$ cat src/design/owfrm_pkg.sv
package owfrm_pkg;

    localparam int DEPTH   = 8;
    localparam int ID_W    = 16;
    localparam int YEAR_W  = 12;
    localparam int COUNT_W = $clog2(DEPTH + 1);

    localparam logic FUNC_INSERT = 1'b0;
    localparam logic FUNC_REMOVE = 1'b1;

    typedef struct packed {
        logic              func;
        logic [ID_W-1:0]   item_id;
        logic [YEAR_W-1:0] year;
    } cmd_t;

    typedef struct packed {
        logic [YEAR_W-1:0]  mean_year;
        logic [COUNT_W-1:0] count;
        logic               out_valid;
        logic [ID_W-1:0]    out_id;
        logic [YEAR_W-1:0]  out_year;
        logic               empty_error;
    } result_t;

    typedef struct packed {
        logic [ID_W-1:0]   id;
        logic [YEAR_W-1:0] year;
    } entry_t;

    typedef enum logic [1:0] {
        ST_IDLE,
        ST_UPDATE,
        ST_DIVIDE,
        ST_DONE
    } state_t;

endpackage

$ cat src/design/owfrm_store.sv
module owfrm_store #(
    parameter int DEPTH = 8,
    parameter int PW    = 3
) (
    input  logic              clk,
    input  logic              wr_en,
    input  logic [PW-1:0]     wr_addr,
    input  owfrm_pkg::entry_t wr_entry,
    input  logic [PW-1:0]     rd_addr,
    output owfrm_pkg::entry_t rd_entry
);
    import owfrm_pkg::*;

    entry_t mem [DEPTH];
    entry_t rd_entry_reg;

    // write port at the tail
    always_ff @(posedge clk)
    begin
        if (wr_en)
        begin
            mem[wr_addr] <= wr_entry;
        end
    end

    // registered read of the head entry
    always_ff @(posedge clk)
    begin
        rd_entry_reg <= mem[rd_addr];
    end

    assign rd_entry = rd_entry_reg;

endmodule

$ cat src/design/owfrm_div.sv
module owfrm_div #(
    parameter int SW = 16,
    parameter int CW = 4
) (
    input  logic          clk,
    input  logic          rst_n,
    input  logic          start,
    input  logic [SW-1:0] dividend,
    input  logic [CW-1:0] divisor,
    output logic          done,
    output logic [SW-1:0] quotient
);
    import owfrm_pkg::*;

    localparam int NW = $clog2(SW + 1);

    logic          active_reg, active_next;
    logic          done_reg, done_next;
    logic [NW-1:0] step_reg, step_next;
    logic [CW-1:0] rem_reg, rem_next;
    logic [SW-1:0] quot_reg, quot_next;
    logic [CW-1:0] dvs_reg, dvs_next;
    logic [CW:0]   shifted;
    logic [CW:0]   diff;
    logic          fits;

    // one restoring step per cycle: shift in a dividend bit, trial subtract
    assign shifted = {rem_reg, quot_reg[SW-1]};
    assign diff    = shifted - {1'b0, dvs_reg};
    assign fits    = (shifted >= {1'b0, dvs_reg});

    always_comb
    begin
        active_next = active_reg;
        done_next   = 1'b0;
        step_next   = step_reg;
        rem_next    = rem_reg;
        quot_next   = quot_reg;
        dvs_next    = dvs_reg;
        if (start)
        begin
            active_next = 1'b1;
            step_next   = NW'(SW);
            rem_next    = '0;
            quot_next   = dividend;
            dvs_next    = divisor;
        end
        else if (active_reg)
        begin
            rem_next  = fits ? diff[CW-1:0] : shifted[CW-1:0];
            quot_next = {quot_reg[SW-2:0], fits};
            step_next = step_reg - NW'(1);
            if (step_reg == NW'(1))
            begin
                active_next = 1'b0;
                done_next   = 1'b1;
            end
        end
    end

    always_ff @(posedge clk or negedge rst_n)
    begin
        if (!rst_n)
        begin
            active_reg <= 1'b0;
            done_reg   <= 1'b0;
            step_reg   <= '0;
        end
        else
        begin
            active_reg <= active_next;
            done_reg   <= done_next;
            step_reg   <= step_next;
        end
    end

    always_ff @(posedge clk)
    begin
        rem_reg  <= rem_next;
        quot_reg <= quot_next;
        dvs_reg  <= dvs_next;
    end

    assign done     = done_reg;
    assign quotient = quot_reg;

endmodule

$ cat src/design/overwrite_fifo_running_mean_unit.sv
// sequence: an accepted transaction passes the fifo update state, then the bit-serial
// mean divider with SW = 12 + clog2(DEPTH + 1), then the done state; the divider is
// skipped when the fifo ends empty; no new transaction is accepted until idle again;
// busy is high from the accepting edge until the strobe cycle ends; the result is shown
// for one cycle with done high, no stall
// reset clears pointers, count, running sum and the sequencer; entry storage is not cleared
module overwrite_fifo_running_mean_unit (
    input  logic               clk,
    input  logic               rst_n,
    input  logic               start,
    output logic               busy,
    input  owfrm_pkg::cmd_t    cmd,
    output logic               done,
    output owfrm_pkg::result_t result
);
    import owfrm_pkg::*;

    // pointer, count and running sum widths all follow from the depth
    localparam int PW = (DEPTH > 1) ? $clog2(DEPTH) : 1;
    localparam int CW = $clog2(DEPTH + 1);
    localparam int SW = YEAR_W + CW;

    state_t        state_reg, state_next;
    cmd_t          cmd_reg, cmd_next;
    result_t       result_reg, result_next;
    logic [PW-1:0] head_reg, head_next;
    logic [PW-1:0] tail_reg, tail_next;
    logic [CW-1:0] cnt_reg, cnt_next;
    logic [SW-1:0] sum_reg, sum_next;

    // fifo update terms, only meaningful in the update cycle
    logic          is_insert;
    logic          fifo_full;
    logic          fifo_empty;
    logic          do_pop;
    logic          do_push;
    logic [CW-1:0] cnt_upd;
    logic [SW-1:0] sum_upd;

    entry_t        head_entry;
    entry_t        wr_entry;
    logic          wr_en;
    logic          div_start;
    logic          div_done;
    logic [SW-1:0] div_quot;

    function automatic logic [PW-1:0] ptr_inc(input logic [PW-1:0] ptr);
        logic [PW-1:0] nxt;
        begin
            nxt = (ptr == PW'(DEPTH - 1)) ? '0 : ptr + PW'(1);
            return nxt;
        end
    endfunction

    // entry storage: the head is read on every cycle so that its entry is
    // registered and ready in the cycle after a transaction is accepted
    owfrm_store #(
        .DEPTH (DEPTH),
        .PW    (PW)
    ) u_store (
        .clk      (clk),
        .wr_en    (wr_en),
        .wr_addr  (tail_reg),
        .wr_entry (wr_entry),
        .rd_addr  (head_reg),
        .rd_entry (head_entry)
    );

    // bit-serial divider for the mean, loaded with the updated sum and count
    owfrm_div #(
        .SW (SW),
        .CW (CW)
    ) u_div (
        .clk      (clk),
        .rst_n    (rst_n),
        .start    (div_start),
        .dividend (sum_upd),
        .divisor  (cnt_upd),
        .done     (div_done),
        .quotient (div_quot)
    );

    assign wr_entry = '{id: cmd_reg.item_id, year: cmd_reg.year};

    // an insert on a full fifo evicts the head first; the tail then equals
    // the old head, so the new entry lands where the evicted one was
    assign is_insert  = (cmd_reg.func == FUNC_INSERT);
    assign fifo_full  = (cnt_reg == CW'(DEPTH));
    assign fifo_empty = (cnt_reg == '0);
    assign do_push    = is_insert;
    assign do_pop     = is_insert ? fifo_full : !fifo_empty;

    always_comb
    begin
        cnt_upd = cnt_reg;
        if (do_push && !do_pop)
        begin
            cnt_upd = cnt_reg + CW'(1);
        end
        else if (do_pop && !do_push)
        begin
            cnt_upd = cnt_reg - CW'(1);
        end
    end

    // running sum replaces a walk over the held entries
    assign sum_upd = sum_reg
                   + (do_push ? SW'(cmd_reg.year) : '0)
                   - (do_pop  ? SW'(head_entry.year) : '0);

    // next state
    always_comb
    begin
        state_next = state_reg;
        case (state_reg)
            ST_IDLE:
            begin
                if (start)
                begin
                    state_next = ST_UPDATE;
                end
            end
            ST_UPDATE:
            begin
                state_next = (cnt_upd != '0) ? ST_DIVIDE : ST_DONE;
            end
            ST_DIVIDE:
            begin
                if (div_done)
                begin
                    state_next = ST_DONE;
                end
            end
            ST_DONE:
            begin
                state_next = ST_IDLE;
            end
            default:
            begin
                state_next = ST_IDLE;
            end
        endcase
    end

    // outputs and datapath updates
    always_comb
    begin
        cmd_next    = cmd_reg;
        result_next = result_reg;
        head_next   = head_reg;
        tail_next   = tail_reg;
        cnt_next    = cnt_reg;
        sum_next    = sum_reg;
        wr_en       = 1'b0;
        div_start   = 1'b0;
        case (state_reg)
            ST_IDLE:
            begin
                if (start)
                begin
                    cmd_next = cmd;
                end
            end
            ST_UPDATE:
            begin
                wr_en       = do_push;
                head_next   = do_pop  ? ptr_inc(head_reg) : head_reg;
                tail_next   = do_push ? ptr_inc(tail_reg) : tail_reg;
                cnt_next    = cnt_upd;
                sum_next    = sum_upd;
                div_start   = (cnt_upd != '0);
                result_next.mean_year   = '0;
                result_next.count       = COUNT_W'(cnt_upd);
                result_next.out_valid   = do_pop;
                result_next.out_id      = do_pop ? head_entry.id : '0;
                result_next.out_year    = do_pop ? head_entry.year : '0;
                result_next.empty_error = !is_insert && fifo_empty;
            end
            ST_DIVIDE:
            begin
                if (div_done)
                begin
                    // quotient never exceeds the largest year
                    result_next.mean_year = div_quot[YEAR_W-1:0];
                end
            end
            ST_DONE:
            begin
            end
            default:
            begin
            end
        endcase
    end

    always_ff @(posedge clk or negedge rst_n)
    begin
        if (!rst_n)
        begin
            state_reg <= ST_IDLE;
            head_reg  <= '0;
            tail_reg  <= '0;
            cnt_reg   <= '0;
            sum_reg   <= '0;
        end
        else
        begin
            state_reg <= state_next;
            head_reg  <= head_next;
            tail_reg  <= tail_next;
            cnt_reg   <= cnt_next;
            sum_reg   <= sum_next;
        end
    end

    always_ff @(posedge clk)
    begin
        cmd_reg    <= cmd_next;
        result_reg <= result_next;
    end

    assign busy   = (state_reg != ST_IDLE);
    assign done   = (state_reg == ST_DONE);
    assign result = result_reg;

endmodule

$ cat config.mk
export PLATFORM = sky130hd
export DESIGN_NAME = overwrite_fifo_running_mean_unit
export DESIGN_NICKNAME = d
export VERILOG_FILES = /design/src/design/owfrm_pkg.sv /design/src/design/owfrm_store.sv /design/src/design/owfrm_div.sv /design/src/design/overwrite_fifo_running_mean_unit.sv
export SDC_FILE = /design/constraint.sdc
export NUM_CORES = 1
export LEC_CHECK = 0
export BUFFER_PORTS_ARGS = -buffer_cell sky130_fd_sc_hd__buf_4
export CORE_MARGIN = 2
export CORE_UTILIZATION = 61
export DETAILED_ROUTE_END_ITERATION = 7
export PLACE_DENSITY = 0.79
export SYNTH_ARGS = -nofsm -noshare
export SYNTH_HDL_FRONTEND = slang
export SYNTH_HIERARCHICAL = 1
export SYNTH_SLANG_ARGS = --single-unit
$ cat constraint.sdc
create_clock -name clk -period 14.2 [get_ports clk]
set_clock_uncertainty 0.1 [all_clocks]
set_input_delay 0 -clock clk [delete_from_list [all_inputs] [get_ports clk]]
set_output_delay 0 -clock clk [all_outputs]
set_load 0.01 [all_outputs]
* Word-level counts from Yosys, hierarchy flattened
Memories as Yosys holds them, arrays and structs flattened. A register that Yosys moved wholly into a read port is not among the register bits. Index checks and enable logic that the tools add are counted. Widths: inputs -> output; s select.
Operators by class: add/sub/neg operators 8, multipliers 0, div/mod/pow operators 0, order comparisons 1, equality and inequality tests 9, shift operators 0, multiplexer cells 28, bitwise operators 1, reductions and logical operators 16
Operators with widths (count):
- $mux 12 | 3
- $mux 16 | 2
- $pmux 12 s2 | 1
- $add 16x12->16 | 1
- $sub 16x12->16 | 1
- $mux 1 | 12
- $mux 4 | 3
- $mux 5 | 2
- $reduce_and 2->1 | 5
- $pmux 2 s4 | 1
- $add 3x1->3 const B | 2
- $eq 3x3->1 const B | 2
- $mux 3 | 2
- $reduce_bool 2->1 | 3
- $eq 5x1->1 const B | 1
- $ge 5x4->1 | 1
- $sub 5x1->5 const B | 1
- $add 4x1->4 const B | 1
- $eq 2x2->1 const B | 2
- $eq 4x4->1 const B | 1
- $logic_not 4->1 | 1
- $mux 2 | 2
- $reduce_bool 4->1 | 1
- $sub 4x1->4 const B | 1
- 8 further kinds | 11
Storage, ports and cells: flip-flop bits (word level) 134, bits in latches 0, RAM bits 224, memory bits (read-only) 0, bits of input ports 32, output and inout bits 48, logic and storage cells 84, memories 1
Memory list:
- u_store.mem | depth 8, width 28, read ports 1, clocked after memory_dff 1, wr ports 1, RTL line owfrm_store.sv:14 | entry_t mem [DEPTH];

* Longest topological paths before layout
Gate-level depths: netlist of the first run.
word-level depth 9, depth in mapped cells 18, mapped depth without buffers 17

* Cells and area by module
The synthesis of the first run kept the hierarchy.
By module, submodules not included:
- owfrm_store | instances 1, cells each 364, area an instance 9042.4 µm², seq. area each 7287.0 µm²
- overwrite_fifo_running_mean_unit | instances 1, cells each 432, area an instance 5362.6 µm², seq. area each 2952.8 µm²
- owfrm_div | instances 1, cells each 108, area an instance 1471.4 µm², seq. area each 855.8 µm²

* Least setup slack after synthesis of the first run
No wires, ideal clock.
path type flip-flop to flip-flop, start point register state_reg[1], end point memory u_store/mem[0][0] in the netlist's numbering (enable), setup time 0.448 ns, data arrival time 4.142 ns, required time 13.652 ns, slack 9.510 ns, stages on the path, launching flop included 8, buffers on the path 1, clock period less this slack 4.690 ns, path through dfrtp_1 -> inv_1 -> ha_1 -> inv_1 -> clkbuf_1 -> nor2_1 -> nand2b_1 -> nor3_1
On the way: longest elaborated chain between the ends 4
RTL lines:
- from (decl) | RTL line overwrite_fifo_running_mean_unit.sv:23 | state_t state_reg, state_next;
- from (signal assigned) | RTL line overwrite_fifo_running_mean_unit.sv:208 | state_reg <= state_next;
- $eq 2x1->1 | RTL line overwrite_fifo_running_mean_unit.sv:156 | case (state_reg)
- $mux 1 | RTL line overwrite_fifo_running_mean_unit.sv:156
- named net wr_en | RTL line overwrite_fifo_running_mean_unit.sv:42 | logic wr_en;
- $mux 1 | RTL line owfrm_store.sv:20 | if (wr_en)
- $mux 1 (implied by the code) | RTL line owfrm_store.sv:22 | mem[wr_addr] <= wr_entry;
- to (decl) | RTL line owfrm_store.sv:14
The timed path passes the listed nets, and every way through them passes these cells.

* Worst setup path in the final report of the first run
start point register cnt_reg[0], end point register u_div.quot_reg[15] (netlist: u_div/quotient[15]), data pin
On the way: elaborated cells between the ends (all ways) 16, those cells by class add/sub (3); eq/ne (1); mux (6); reduce/logical (6)
RTL lines:
- from (decl) | RTL line overwrite_fifo_running_mean_unit.sv:28 | logic [CW-1:0] cnt_reg, cnt_next;
- from (signal assigned) | RTL line overwrite_fifo_running_mean_unit.sv:211 | cnt_reg <= cnt_next;
- $logic_not 4->1 | RTL line overwrite_fifo_running_mean_unit.sv:89 | assign fifo_empty = (cnt_reg == '0);
- $logic_not 1->1 | RTL line overwrite_fifo_running_mean_unit.sv:91 | assign do_pop = is_insert ? fifo_full : !fifo_empty;
- $mux 1 * | RTL line overwrite_fifo_running_mean_unit.sv:91
- $mux 12 * | RTL line overwrite_fifo_running_mean_unit.sv:109 | - (do_pop ? SW'(head_entry.year) : '0);
- $sub 16x12->16 * | RTL line overwrite_fifo_running_mean_unit.sv:109
- named net sum_upd[15] | RTL line overwrite_fifo_running_mean_unit.sv:38 | logic [SW-1:0] sum_upd;
- $mux 16 * | RTL line owfrm_div.sv:40 | if (start)
- named net u_div.quot_next[15] | RTL line owfrm_div.sv:21 | logic [SW-1:0] quot_reg, quot_next;
- to (signal assigned) | RTL line owfrm_div.sv:80 | quot_reg <= quot_next;
- to (decl) | RTL line owfrm_div.sv:21
The timed path passes the listed nets; every way through them passes the cells marked *. A chain may end at the register's enable or synchronous reset.

==> results.sh, run 1 <==
export IMPL_cts_buffers=39
export IMPL_slew_headroom_pct=40.5
export IMPL_synth_cells=904
export IMPL_cts_max_level=2
export IMPL_antenna_found_initial=0
export IMPL_cts_hold_buf=33
export IMPL_setup_tns_ps=0
export IMPL_drtPass1Iterations=5
export IMPL_drive_above_1_share_pct=26.8
export IMPL_ys_top_cells_by_area="edfxtp_1 60%, mux4_2 7.2%, dfrtp_1 5.5%"
export IMPL_met1_length_um=12400
export IMPL_largest_register_ffs=224
export IMPL_clk_latency_ps=530
export IMPL_setup_viol=0
export IMPL_synthToLayoutAreaGrowth_pct=16.2
export IMPL_finish_net_count=1117
export IMPL_synth_ff_type="edfxtp_1"
export IMPL_via_count=8090
export IMPL_crit_required_ps=14370
export IMPL_post_drt_wl_per_cell_um=21.1
export IMPL_boundaryPins=80
export IMPL_remaining_drc_errors=0
export IMPL_cts_setup_buffers=0
export IMPL_critPathArrivalTime_ps=4580
export IMPL_yosysTopAreaCell="edfxtp_1"
export IMPL_dr_wl_met2_um=15000
export IMPL_viasPerCell=5.77
export IMPL_rsz0062_at_grt="false"
export IMPL_insertedDiodeCount=0
export IMPL_start_util_pct=61.4
export IMPL_final_hold_viol_count=0
export IMPL_status="finished clean"
export IMPL_reg2reg_to="u_div/quotient[15]"
export IMPL_synth_edff_count=319
export IMPL_reg2reg_depth=16
export IMPL_layout_min_cycle_time_ps=4410
export IMPL_final_period_utilization_pct=31.1
export IMPL_synth_cell_area_sq_um=15900
export IMPL_place_congestion=0.804
export IMPL_ctsResizeCount=0
export IMPL_min_from="cmd[13]"
export IMPL_cts_tree="done"
export IMPL_cp_start_kind="flop"
export IMPL_die_y_um=165
export IMPL_synth_nets=983
export IMPL_dieArea_sq_um=27300
export IMPL_dp_cells=1299
export IMPL_avgSynthCellArea_sq_um=17.6
export IMPL_ys_async_sr_fraction_pct=9.07
export IMPL_leakagePower_nw=6.69
export IMPL_met3_length_um=1540
export IMPL_synth_top_cell_area_share_pct=60.3
export IMPL_max_freq_mhz=227
export IMPL_timing_hold_ws_ps=80.7
export IMPL_cp_end_kind="flop"
export IMPL_portBuffers=79
export IMPL_cts_path_max_buffers=3
export IMPL_powerDensity_nw_per_um2=242
export IMPL_drtAntennaViolNets=0
export IMPL_clk_pin_slew_ps=60
export IMPL_hold_path_end="cmd_reg[13]"
export IMPL_drt_iter0_drc=647
export IMPL_path_max_fanout=42
export IMPL_ys_warn_count=6
export IMPL_crit_type="reg -> reg"
export IMPL_final_max_slew_viol_count=0
export IMPL_drv_cap=0
export IMPL_rows=59
export IMPL_core_sq_um=25800
export IMPL_drt_wl_total_um=29500
export IMPL_power_total_w=0.00447
export IMPL_reg2reg_from="cnt_reg[0]"
export IMPL_grt_overflow=0
export IMPL_whs_path_depth=2
export IMPL_tightest_slew_ps=888
export IMPL_peakVddDrop_mv=0.142
export IMPL_r2r_slack_ps=9790
export IMPL_fin_cells=1403
export IMPL_grt_pass1_vias=8404
export IMPL_grt_first_pass_wirelength_um=46000
export IMPL_ys_ff_latch=386
export IMPL_crit_start="cnt_reg[0]"
export IMPL_grt_usage_pct=22.6
export IMPL_hold_class="in -> reg"
export IMPL_grt_max_degree=66
export IMPL_yosysSeqAreaShare_pct=69.9
export IMPL_top_layer="met4"
export IMPL_clock_sinks=386
export IMPL_die_w_um=165
export IMPL_hpwlAfterDp_um=16500
export IMPL_yosys_cell_types_count=69
export IMPL_root_buffer="clkbuf_16"
export IMPL_final_core_util_pct=71.4
## report_power, final
| part | switching [W] | leakage (nW) | internal, W | total (W) |
|---|---|---|---|---|
| Clock | 0.000413 | 0.606 | 0.000583 | 0.000996 |
| Combinational | 0.000915 | 2.47 | 0.000822 | 0.00174 |
| Sequential | 0.000161 | 3.61 | 0.00157 | 0.00173 |
## how the worst max path moves through the flow
stage | slack (ps) | endpoint
3_3_place_gp | 9890 | u_div/quotient[13]
4_1_cts | 9790 | u_div/quotient[13]
6_report | 9790 | u_div/quotient[15]
5_1_grt | 9560 | u_div/quotient[13]
2_1_floorplan | 9510 | u_store/mem[0][0]
3_5_place_dp | 9790 | u_div/quotient[13]
## cells by family (layout without fill, tap and decap cells)
group,count (synthesis),in the layout,synth area share (%)
flip-flops,386,386,69.9
AO/OA/AOI/OAI,89,89,4.26
adder cells (fa/ha/maj),47,47,4.32
AND/OR/NAND/NOR,155,155,5.51
buffers and inverters,92,256,2.47
multiplexers,116,116,12.4
XOR/XNOR,19,19,1.13
## stage by stage
stage | setup slack, ps | cell area (sq um)
floorplan | 9510 | 15900
global placement | 9890 | 16900
detailed placement | 9790 | 16900
CTS | 9790 | 18500
global route | 9560 | 18500
finish | 9790 | 18500
## worst max-delay path, stage by stage (launching register included)
cell,delay (ps)
dfrtp_1,440
inv_1,130
ha_1,270
and3b_1,220
a21o_1,150
buf_4,250
and2_1,230
fa_1,550
inv_1,60
ha_1,320
a211oi_2,310
o21ai_2,140
a41oi_2,230
a21oi_1,130
nor2_1,140
xnor3_1,210
mux2_2,270
## routing by layer
| layer | vias up | track usage (%) |
|---|---|---|
| met1 | 4112 | 30.4 |
| met2 | 231 | 38.9 |
| met4 | 0 | 6.70 |
| met5 | - | 0 |
| met3 | 49 | 3.52 |
| li1 | 3698 | - |
## layout by cell type, fill, tap and decap left out, drive strengths merged, types with 26 or more instances in the layout
master | Yosys | routed
dfxtp | 32 | 32
mux4 | 57 | 57
clkbuf | 21 | 52
mux2 | 59 | 59
edfxtp | 319 | 319
nor2 | 26 | 26
dfrtp | 35 | 35
dlygate4sd3 | 0 | 32
ha | 34 | 34
inv | 58 | 58
buf | 13 | 95
and2 | 53 | 53
## synthesized netlist by cell type (2+ instances only)
library cell / n
a211oi_1: 4
a21o_1: 12
a21oi_1: 18
a311oi_1: 2
and2_1: 53
buf_2: 8
buf_6: 5
clkbuf_1: 21
dfrtp_1: 35
dfxtp_1: 32
edfxtp_1: 319
fa_1: 13
ha_1: 34
inv_1: 58
mux2_2: 59
mux4_1: 6
mux4_2: 51
nand2_1: 21
nand2b_1: 20
nand4_1: 2
nor2_1: 26
nor2b_1: 8
nor3_1: 7
nor3b_1: 2
nor4b_1: 3
o211ai_1: 3
o21a_1: 2
o21ai_0: 17
o21ai_2: 2
o21bai_1: 3
o221ai_1: 2
o22ai_1: 3
xnor2_1: 13
xor2_1: 5
## cell type report
type,count,area (sq um)
tap,335,419
sequential,386,11100
clock inverter,19,184
timing repair buffer,127,1050
multi-input combinational,426,4420
fill,1589,7390
clock buffer,52,1060
inverter,58,218
Power figures use the tool's default switching activity.
==> run 2: changes to the inputs <==
==> constraint.sdc (replaced) <==
create_clock -name clk -period 4.3 [get_ports clk]
set_clock_uncertainty 0.1 [all_clocks]
set_input_delay 0 -clock clk [delete_from_list [all_inputs] [get_ports clk]]
set_output_delay 0 -clock clk [all_outputs]
set_load 0.01 [all_outputs]
==> run 2 against run 1 <==
Clock-buffer cell count is 3 higher. Maximum frequency rose by 8.0%. Via count grew 1.6%. Power increased to 3.4 times the previous value. Design area increased by 1.2%. Clock power increased to 3.6 times the previous value. Cell count increased by 0.64%. Wire length is 2.7% higher. Global-route usage increased by 0.73 points. Worst hold slack better by 7.8 ps. Sequential share of layout area fell by 0.71 points. Critical path type unchanged. Critical endpoint unchanged. Largest cell class unchanged. Largest power group is now sequential cells.
==> results.sh, run 2 (same netlist as run 1, synthesis figures left out) <==
export IMPL_status="finished clean"
export IMPL_layout_min_cycle_time_ps=4090
export IMPL_remaining_drc_errors=0
export IMPL_clk_latency_ps=530
export IMPL_cts_buffers=40
export IMPL_min_from="cmd[13]"
export IMPL_die_y_um=165
export IMPL_root_buffer="clkbuf_16"
export IMPL_layout_commonest_cell="edfxtp_1"
export IMPL_drtPass1Iterations=5
export IMPL_slowest_delay_ps=560
export IMPL_reg2reg_from="cnt_reg[0]"
export IMPL_setup_viol=0
export IMPL_boundaryPins=80
export IMPL_hold_path_end="cmd_reg[13]"
export IMPL_cts_path_max_buffers=3
export IMPL_drv_cap=0
export IMPL_crit_top_cell="inv_1"
export IMPL_hpwlAfterDp_um=17500
export IMPL_switchingPower_w=0.00496
export IMPL_portBuffers=79
export IMPL_final_hold_viol_count=0
export IMPL_grt_max_degree=65
export IMPL_drt_iter0_drc=690
export IMPL_nFillCells=1605
export IMPL_critPathArrivalTime_ps=4260
export IMPL_powerDensity_nw_per_um2=808
export IMPL_path_cells="inv_1, ha_2, nand2b_1, a21o_4, and2_1, fa_1, inv_1, ha_1, a211oi_2, o21ai_2, a41oi_2, a21oi_1, nor2_1, xnor3_1, mux2_2"
export IMPL_post_drt_wl_per_cell_um=21.5
export IMPL_final_period_utilization_pct=95.0
export IMPL_drive_above_1_share_pct=28.1
export IMPL_critPathSlowestCell="fa_1"
export IMPL_internal_power_w=0.0101
export IMPL_hold_class="in -> reg"
export IMPL_multiInputGateArea_sq_um=4450
export IMPL_whs_path_depth=2
export IMPL_r2r_slack_ps=210
export IMPL_start_util_pct=61.4
export IMPL_place_congestion=0.833
export IMPL_dieArea_sq_um=27300
export IMPL_tightest_slew_ps=884
export IMPL_pwr_share_clk_pct=23.5
export IMPL_drtAntennaViolNets=0
export IMPL_core_sq_um=25800
export IMPL_clock_sinks=386
export IMPL_critical_path_buf_inv_count=2
export IMPL_grt_usage_pct=23.4
export IMPL_peakVddDrop_mv=0.525
export IMPL_slew_headroom_pct=41.1
export IMPL_path_max_fanout=18
export IMPL_reg2reg_to="u_div/quotient[15]"
export IMPL_cts_max_level=2
export IMPL_antenna_found_initial=1
export IMPL_cts_tree="done"
export IMPL_viasPerCell=5.82
export IMPL_combinationalPowerShare_pct=37.8
export IMPL_rows=59
export IMPL_leakagePower_nw=6.80
export IMPL_dp_cells=1306
export IMPL_fin_cells=1412
export IMPL_reg2reg_depth=15
export IMPL_insertedDiodeCount=0
export IMPL_setup_tns_ps=0
export IMPL_clk_pin_slew_ps=60
export IMPL_cp_start_kind="flop"
export IMPL_die_w_um=165
export IMPL_synthToLayoutAreaGrowth_pct=17.6
export IMPL_crit_required_ps=4470
export IMPL_final_cell_mix="319 x edfxtp_1, 99 x buf_4, 59 x mux2_2, 58 x inv_1, 53 x and2_1"
export IMPL_cp_end_kind="flop"
export IMPL_crit_type="reg -> reg"
export IMPL_drt_wl_total_um=30300
export IMPL_finish_net_count=1125
export IMPL_rsz0062_at_grt="false"
export IMPL_crit_family="adder cells"
export IMPL_final_max_slew_viol_count=0
export IMPL_largest_register_ffs=224
export IMPL_seq_area_sq_um=11100
export IMPL_final_core_util_pct=72.3
export IMPL_via_count=8218
export IMPL_netSwitchingFraction_pct=32.9
export IMPL_max_freq_mhz=245
export IMPL_p_seq_share_pct=38.7
export IMPL_cts_setup_buffers=0
export IMPL_grt_overflow=0
export IMPL_grt_first_pass_wirelength_um=47800
export IMPL_grt_pass1_vias=8626
## run 2: cell count changes in the layout (fill, tap and decap cells not counted), moves of 2 or more
cell and change:
clkinv_1 -6, buf_4 +5, bufinv_16 +3, buf_12 +2, clkinv_2 +2, inv_6 +2
nor3_2 -2, nor3_4 +2
## run 2: cell type report
class / instances / area share, %
timing repair buffer: 134 / 6.02
inverter: 58 / 1.17
clock buffer: 55 / 5.93
clock inverter: 18 / 1.37
sequential: 386 / 59.5
tap: 335 / 2.24
multi-input combinational: 426 / 23.8
## run 2: how the worst max path moves through the flow
stage	from	to	slack [ps]	cells past startpoint
detailed placement	cnt_reg[0]	u_div/quotient[13]	70	15
CTS	cnt_reg[0]	u_div/quotient[15]	50	15
finish	cnt_reg[0]	u_div/quotient[15]	210	15
global route	cnt_reg[0]	u_div/quotient[15]	30	15
global placement	cnt_reg[1]	u_div/quotient[13]	150	15
floorplan	cnt_reg[0]	u_div/quotient[13]	300	16
## run 2: worst reg2reg max path, cell delays in order (launching register included)
cell and delay [ps]:
dfrtp_1 370, inv_1 140, ha_2 240, nand2b_1 130, a21o_4 300, and2_1 200
fa_1 570, inv_1 60, ha_1 310, a211oi_2 300, o21ai_2 150, a41oi_2 240
a21oi_1 120, nor2_1 130, xnor3_1 220, mux2_2 270
## run 2: metal layers
metal  track usage (%)  up-vias  wire length, um
li1                  -     3723                -
met2              39.5      247            15300
met3              3.85       73             1650
met1              31.4     4173            12500
met5                 0        -               13
met4              7.80        2              808
## run 2: what timing repair did
item / in CTS / in global routing
hold endpoints to repair: 66 / 0
hold buffers: 33 / 0
resized for setup: 0 / 4
endpoints found under the setup margin: 0 / 8
## run 2: power groups by stage
stage / Clock (W) / Sequential, W / Combinational (W)
floorplan: 0 / 0.00565 / 0.00431
global placement: 0 / 0.00587 / 0.00548
detailed placement: 0 / 0.00591 / 0.00562
CTS: 0.00361 / 0.00584 / 0.00571
global route: 0.00375 / 0.00595 / 0.00628
finish: 0.00355 / 0.00583 / 0.00570
## run 2: metrics by stage
stage                     setup WS [ps]  total power (W)  area (sq um)  hold WS (ps)
after CTS                          52.3           0.0152         18700          64.8
after global placement              150           0.0113         17000         -97.1
after detailed placement           67.5           0.0115         17000         -97.8
after global routing               26.0           0.0160         18700          75.4
final                               213           0.0151         18700          88.5
after floorplan                     295          0.00996         15900          -396
